## src/rtl/gpm_pkg.sv

```systemverilog
// Shared constants and types for the glob pattern matcher.
package gpm_pkg;

    localparam int MAX_PATTERN_LENGTH = 32;
    localparam int POS_COUNT          = MAX_PATTERN_LENGTH + 1;
    localparam int LEN_W              = 6;
    localparam int CHAR_W             = 8;
    localparam int CFG_DATA_W         = 64;
    localparam int CFG_INDEX_W        = 3;
    localparam int CHARS_PER_REG      = CFG_DATA_W / CHAR_W;
    localparam int OUT_DATA_W         = 8;

    localparam logic [CHAR_W-1:0] STAR_CHAR      = 8'h2A;
    localparam logic [CHAR_W-1:0] ANY_CHAR       = 8'h3F;
    localparam logic [CHAR_W-1:0] SLASH_CHAR     = 8'h2F;
    localparam logic [CHAR_W-1:0] BACKSLASH_CHAR = 8'h5C;

    localparam logic [CFG_INDEX_W-1:0] REG_CHARS_A = 3'd0;
    localparam logic [CFG_INDEX_W-1:0] REG_CHARS_B = 3'd1;
    localparam logic [CFG_INDEX_W-1:0] REG_CHARS_C = 3'd2;
    localparam logic [CFG_INDEX_W-1:0] REG_CHARS_D = 3'd3;
    localparam logic [CFG_INDEX_W-1:0] REG_LENGTH  = 3'd4;

    // Broadcast from the top level to every position cell.
    typedef struct packed {
        logic              adv;    // take the next-state bit this cycle
        logic              clear;  // return to the home value
        logic              sep;    // current name byte is a separator
        logic [CHAR_W-1:0] c;      // current name byte
    } cell_ctrl_t;

endpackage

```

## src/rtl/gpm_cell.sv

```systemverilog
// One pattern position: active bit, star pass-through and byte match.
module gpm_cell import gpm_pkg::*; (
    input  logic              aclk,
    input  logic              aresetn,
    input  cell_ctrl_t        ctrl,
    input  logic              home,
    input  logic [CHAR_W-1:0] pat_char,
    input  logic              en,
    input  logic              closure_in,
    input  logic              step_in,
    output logic              closure_out,
    output logic              step_out,
    output logic              closed
);

    logic act_reg;
    logic act_next;
    logic is_star;
    logic is_any;
    logic hit;

    assign is_star = (pat_char == STAR_CHAR);
    assign is_any  = (pat_char == ANY_CHAR);

    // star closure ripples through the chain like a carry
    assign closed      = act_reg | closure_in;
    assign closure_out = en & closed & is_star;

    assign hit      = (is_any & ~ctrl.sep) | (~is_star & ~is_any & (ctrl.c == pat_char));
    assign step_out = en & closed & hit;

    assign act_next = step_in | (en & closed & is_star & ~ctrl.sep);

    always_ff @(posedge aclk) begin
        if (!aresetn) begin
            act_reg <= home;
        end else if (ctrl.clear) begin
            act_reg <= home;
        end else if (ctrl.adv) begin
            act_reg <= act_next;
        end
    end

endmodule

```

## src/rtl/glob_pattern_matcher_unit.sv

```systemverilog
// Top level of the glob pattern matcher: config registers, cell chain, result port.
//
// Matches a stream of name bytes against a glob pattern of up to 32 bytes held
// in the configuration registers. '*' matches any run of non-separator bytes
// (also none), '?' one non-separator byte, anything else itself; '/' and '\'
// re-enter the start of the pattern. A row of 32 identical position cells plus
// an end-of-pattern bit holds the active set; the cells hand match and star
// carries to their neighbor, so back-to-back bytes that are not the last of a
// name stream at one per cycle unless a result beat waits. The last beat of a
// name (tlast) first folds in its byte; then, with the input parked, the star
// closure of the settled set is read at the pattern length and loaded into the
// output register while the set returns to position zero. One result beat
// (matched in m_tdata bit 0) comes out per name, via pending_reg and then
// m_valid_reg; while a result beat waits unaccepted the input is held off.
module glob_pattern_matcher_unit import gpm_pkg::*; (
    input  logic                   aclk,
    input  logic                   aresetn,
    // input stream
    input  logic                   s_tvalid,
    output logic                   s_tready,
    input  logic [CHAR_W-1:0]      s_tdata,    // [7:0] character
    input  logic                   s_tuser,    // [0] has_character
    input  logic                   s_tlast,    // last_of_name
    // result stream
    output logic                   m_tvalid,
    input  logic                   m_tready,
    output logic [OUT_DATA_W-1:0]  m_tdata,    // [0] matched, [7:1] zero
    // configuration writes
    input  logic                   cfg_wr_en,
    input  logic [CFG_INDEX_W-1:0] cfg_index,
    input  logic [CFG_DATA_W-1:0]  cfg_wdata
);

    logic [MAX_PATTERN_LENGTH-1:0][CHAR_W-1:0] pattern_reg;
    logic [LEN_W-1:0]                          length_reg;
    logic [LEN_W-1:0]                          len_eff;

    logic                 pending_reg;
    logic                 m_valid_reg;
    logic                 matched_reg;
    logic                 end_act_reg;
    logic                 end_act_next;

    logic                 s_accept;
    cell_ctrl_t           ctrl;
    logic [MAX_PATTERN_LENGTH-1:0] en;
    logic [MAX_PATTERN_LENGTH:0]   closure_carry;
    logic [MAX_PATTERN_LENGTH:0]   step_carry;
    logic [POS_COUNT-1:0]          closed;

    // ---------------- configuration ----------------
    always_ff @(posedge aclk) begin
        if (!aresetn) begin
            pattern_reg <= '0;
            length_reg  <= '0;
        end else if (cfg_wr_en) begin
            unique case (cfg_index)
                REG_CHARS_A: pattern_reg[0*CHARS_PER_REG +: CHARS_PER_REG] <= cfg_wdata;
                REG_CHARS_B: pattern_reg[1*CHARS_PER_REG +: CHARS_PER_REG] <= cfg_wdata;
                REG_CHARS_C: pattern_reg[2*CHARS_PER_REG +: CHARS_PER_REG] <= cfg_wdata;
                REG_CHARS_D: pattern_reg[3*CHARS_PER_REG +: CHARS_PER_REG] <= cfg_wdata;
                REG_LENGTH:  length_reg <= cfg_wdata[LEN_W-1:0];
                default: ;
            endcase
        end
    end

    // lengths above the cell count saturate
    assign len_eff = (length_reg > LEN_W'(MAX_PATTERN_LENGTH)) ?
                     LEN_W'(MAX_PATTERN_LENGTH) : length_reg;

    // ---------------- handshake ----------------
    // a last beat parks the input while its result is formed in pending_reg
    assign s_tready = ~pending_reg & (~m_valid_reg | m_tready);
    assign s_accept = s_tvalid & s_tready;

    assign ctrl.adv   = s_accept & s_tuser;
    assign ctrl.clear = pending_reg;
    assign ctrl.sep   = (s_tdata == SLASH_CHAR) | (s_tdata == BACKSLASH_CHAR);
    assign ctrl.c     = s_tdata;

    // ---------------- position cells ----------------
    assign closure_carry[0] = 1'b0;
    assign step_carry[0]    = ctrl.sep;   // separator re-enters position zero

    for (genvar p = 0; p < MAX_PATTERN_LENGTH; p++) begin : g_cell
        assign en[p] = (LEN_W'(p) < len_eff);

        gpm_cell u_cell (
            .aclk        (aclk),
            .aresetn     (aresetn),
            .ctrl        (ctrl),
            .home        ((p == 0) ? 1'b1 : 1'b0),
            .pat_char    (pattern_reg[p]),
            .en          (en[p]),
            .closure_in  (closure_carry[p]),
            .step_in     (step_carry[p]),
            .closure_out (closure_carry[p+1]),
            .step_out    (step_carry[p+1]),
            .closed      (closed[p])
        );
    end

    // end-of-pattern position: no byte of its own, only collects carries
    assign closed[MAX_PATTERN_LENGTH] = end_act_reg | closure_carry[MAX_PATTERN_LENGTH];
    assign end_act_next               = step_carry[MAX_PATTERN_LENGTH];

    always_ff @(posedge aclk) begin
        if (!aresetn) begin
            end_act_reg <= 1'b0;
        end else if (ctrl.clear) begin
            end_act_reg <= 1'b0;
        end else if (ctrl.adv) begin
            end_act_reg <= end_act_next;
        end
    end

    // ---------------- result ----------------
    always_ff @(posedge aclk) begin
        if (!aresetn) begin
            pending_reg <= 1'b0;
            m_valid_reg <= 1'b0;
        end else begin
            pending_reg <= s_accept & s_tlast;
            if (pending_reg) begin
                m_valid_reg <= 1'b1;
            end else if (m_tready) begin
                m_valid_reg <= 1'b0;
            end
        end
    end

    always_ff @(posedge aclk) begin
        if (pending_reg) begin
            matched_reg <= closed[len_eff];
        end
    end

    assign m_tvalid = m_valid_reg;
    assign m_tdata  = {{(OUT_DATA_W-1){1'b0}}, matched_reg};

endmodule

```

## config.mk

```make
export PLATFORM = sky130hd
export DESIGN_NAME = glob_pattern_matcher_unit
export DESIGN_NICKNAME = d
export VERILOG_FILES = /design/src/rtl/gpm_pkg.sv /design/src/rtl/gpm_cell.sv /design/src/rtl/glob_pattern_matcher_unit.sv
export SDC_FILE = /design/constraint.sdc
export NUM_CORES = 1
export LEC_CHECK = 0
export BUFFER_PORTS_ARGS = -buffer_cell sky130_fd_sc_hd__buf_4
export CAP_MARGIN = 20
export CORE_MARGIN = 2
export CORE_UTILIZATION = 40
export DETAILED_ROUTE_END_ITERATION = 10
export PLACE_DENSITY = 0.53
export RECOVER_POWER = 100
export SLEW_MARGIN = 0
export SYNTH_ARGS = -nofsm -noshare
export SYNTH_HDL_FRONTEND = slang
export SYNTH_SLANG_ARGS = --single-unit
```

## constraint.sdc

```tcl
create_clock -name aclk -period 6.2 [get_ports aclk]
set_clock_uncertainty 0.2 [all_clocks]
set_input_delay 1.55 -clock aclk [delete_from_list [all_inputs] [get_ports aclk]]
set_output_delay 1.55 -clock aclk [all_outputs]
set_load 0.01 [all_outputs]
```

==> results_dict.tcl <==
set metrics [dict create \
    status "finished, violations left" \
    setup_tns_ns 0 \
    clkSinkCount 298 \
    fin_nets 2412 \
    diodes 0 \
    clk_path_buf_depth 3 \
    yosys_warnings 0 \
    drt-initial-drc-count 1386 \
    cts_setup_buffers 0 \
    vias 16610 \
    ys_seq_area_share_pct 33.74 \
    min_from "pattern_reg[238]" \
    ir_drop_mv 0.1708 \
    finalCritPeriodShare_pct 83.71 \
    regArea_mm2 0.005976 \
    num_rows 77 \
    cts_tree "done" \
    hold_class "flop to flop" \
    numCtsBuffers 36 \
    crit_arrival_ns 5.45 \
    placed_cell_area_mm2 0.01871 \
    multi_input_area_mm2 0.01103 \
    violations "max-capacitance violations, max-slew violations" \
    drt-vias-per-instance 5.637 \
    insertion_delay_ns 0.55 \
    layout-drive-gt1-share_pct 8.029 \
    holdBufCountCts 0 \
    synth.avg_cell_area_um2 7.592 \
    fillers 4491 \
    final_hold_viol_count 0 \
    rsz0062_at_grt "no" \
    grt_pass1_vias 16020 \
    crit-reg2reg-launch "length_reg[2]" \
    core_mm2 0.04393 \
    largest_reg_flops 256 \
    gp_congestion 0.9591 \
    period_needed_ns 5.190 \
    postSynthCellCount 2333 \
    slew_headroom_pct -95.55 \
    synth_ff_type "dfxtp_1" \
    fmax_ghz 0.1927 \
    drc_errors 0 \
    ant_nets 0 \
    synth_seq_cells 298 \
    synth_edf_count 1 \
    powerDensity_mw_per_mm2 230.6 \
    critical_path.startpoint "length_reg[2]" \
    finish.instance_area_mm2 0.01981 \
    io_buffers 84 \
    tightest_slew_ns 2.933 \
    grt_pass1_wl_um 97930 \
    critPathCaptureType "flop" \
    finalMaxSlewViolations 295 \
    drv_cap 5 \
    leakagePower_nw 6.568 \
    critPathLaunchType "flop" \
    cp.required_ns 6.46 \
    async_flop_share_pct 0 \
    grtUsageTotal_pct 27.34 \
    drt-total-wl_um 63390 \
    path_class "flop to flop" \
    setup_viol 0 \
    htreeDepth 2 \
    crit_path_max_fanout 17 \
    clkTransAtPathRegs_ns 0.06 \
    yosys.cell_types.count 85 \
    die_w_um 214.4 \
    die_y_um 214.4 \
    area_delta_synth_final_pct 11.83 \
    start_util_pct 40.32 \
    wl_per_cell_um 21.52 \
    firstDrtPassIters 5 \
    syn-cell-area_mm2 0.01771 \
    hpwlAfterDp_um 44090 \
    die_area_mm2 0.04598 \
    clockRootBuffer "clkbuf_16" \
    grt.overflow.total 0 \
    cts_resized 0 \
    grt_max_degree 143 \
    antenna_found_initial 0 \
    pin_count 92 \
]
## routing by layer
metal | vias up | track usage, % | share of wire, %
met3 | 112 | 4.099 | 5.1
met5 | - | 0 | 0
li1 | 8045 | - | -
met1 | 8002 | 37.40 | 46
met4 | 0 | 8.866 | 3.0
met2 | 449 | 44.24 | 46
## power by group
part / internal [mW] / switching [mW] / total (mW)
logic: 0.188 / 0.292 / 0.480
clock network: 1.21 / 0.853 / 2.07
registers: 1.96 / 0.0572 / 2.02
total: 3.37 / 1.20 / 4.57
## stage by stage
stage	power [mW]	setup slack, ns	instances	hold slack [ns]	utilization, %
floorplan	2.348	2.240	2339	0.2323	-
global placement	2.529	1.768	2881	0.2782	42.54
detailed placement	2.535	1.700	2882	0.2852	42.59
CTS	4.609	1.671	2944	0.2935	45.16
global route	4.745	0.6297	2946	0.3130	45.08
finish	4.568	1.010	2946	0.2910	45.08
## cell families after synthesis
logic type | Yosys count | synth area share (%)
buffers and inverters | 181 | 4.027
AO/OA/AOI/OAI | 540 | 21.75
multiplexers | 17 | 0.9819
XOR/XNOR | 256 | 12.66
flip-flops | 298 | 33.74
AND/OR/NAND/NOR | 1040 | 26.82
other | 1 | 0.02117
## cells in the final DEF, fill, tap and decap left out, drive strengths merged, types with 17 or more instances in the layout
cell type  instances
nor4              42
o21ai             55
inv               21
nor2             124
clkbuf            61
buf              102
dfxtp            297
nor2b             17
or3               22
xnor2            136
a21oi             82
a21boi           261
nand2            597
nor3              47
xor2             120
a31oi             22
nand4             51
nand3             40
a211oi            20
## path summary, 6_finish.rpt
kind,endpoint,slack (ns),cells after the start
worst max-delay path,end_act_reg,1.01,12
worst max register to register,end_act_reg,1.01,12
worst min-delay path,pattern_reg[238],0.29,2
worst min register to register,pattern_reg[238],0.29,2
## synthesized netlist by cell type (8+ instances only)
master / n / share of area [%]
a21boi_0: 261 / 11
a211oi_1: 19 / 0.81
buf_4: 8 / 0.34
nand2b_1: 9 / 0.32
nand2_1: 597 / 13
a31oi_1: 22 / 0.78
inv_1: 21 / 0.45
nor2b_1: 17 / 0.60
clkbuf_1: 126 / 2.7
or3_1: 22 / 0.78
a21oi_1: 82 / 2.3
o21ai_1: 9 / 0.25
o211ai_1: 11 / 0.47
nor3_1: 47 / 1.3
nand3_1: 40 / 1.1
o21ai_0: 45 / 1.3
mux2i_1: 14 / 0.79
nand4b_1: 12 / 0.59
or4_1: 10 / 0.42
xnor2_1: 136 / 6.7
nor4_1: 42 / 1.5
nor2_1: 124 / 2.6
nand4_1: 51 / 1.8
or2_2: 8 / 0.28
buf_1: 23 / 0.49
and2_1: 8 / 0.28
xor2_1: 120 / 5.9
and3_1: 14 / 0.49
dfxtp_1: 297 / 34
## critical path: stages, from the launching register on
cell	delay, ns
dfxtp_1	0.66
clkbuf_1	0.50
or4_1	0.39
nand4b_1	0.32
o21ba_2	0.32
o32a_1	0.15
nand2_1	0.32
a211oi_1	0.30
nor3b_4	0.36
o211ai_2	0.20
a2111oi_1	1.05
o2111ai_1	0.17
a21oi_1	0.17
## area by class of cell
class	instances	share of cell area [%]
flip-flops and latches	298	30.17
repair buffers	113	4.264
inverters	21	0.3980
clock buffers	50	5.275
multi-input cells	1860	55.71
well taps	592	3.740
clock inverters	12	0.4422
No activity file was read; power rests on OpenSTA's default activity.
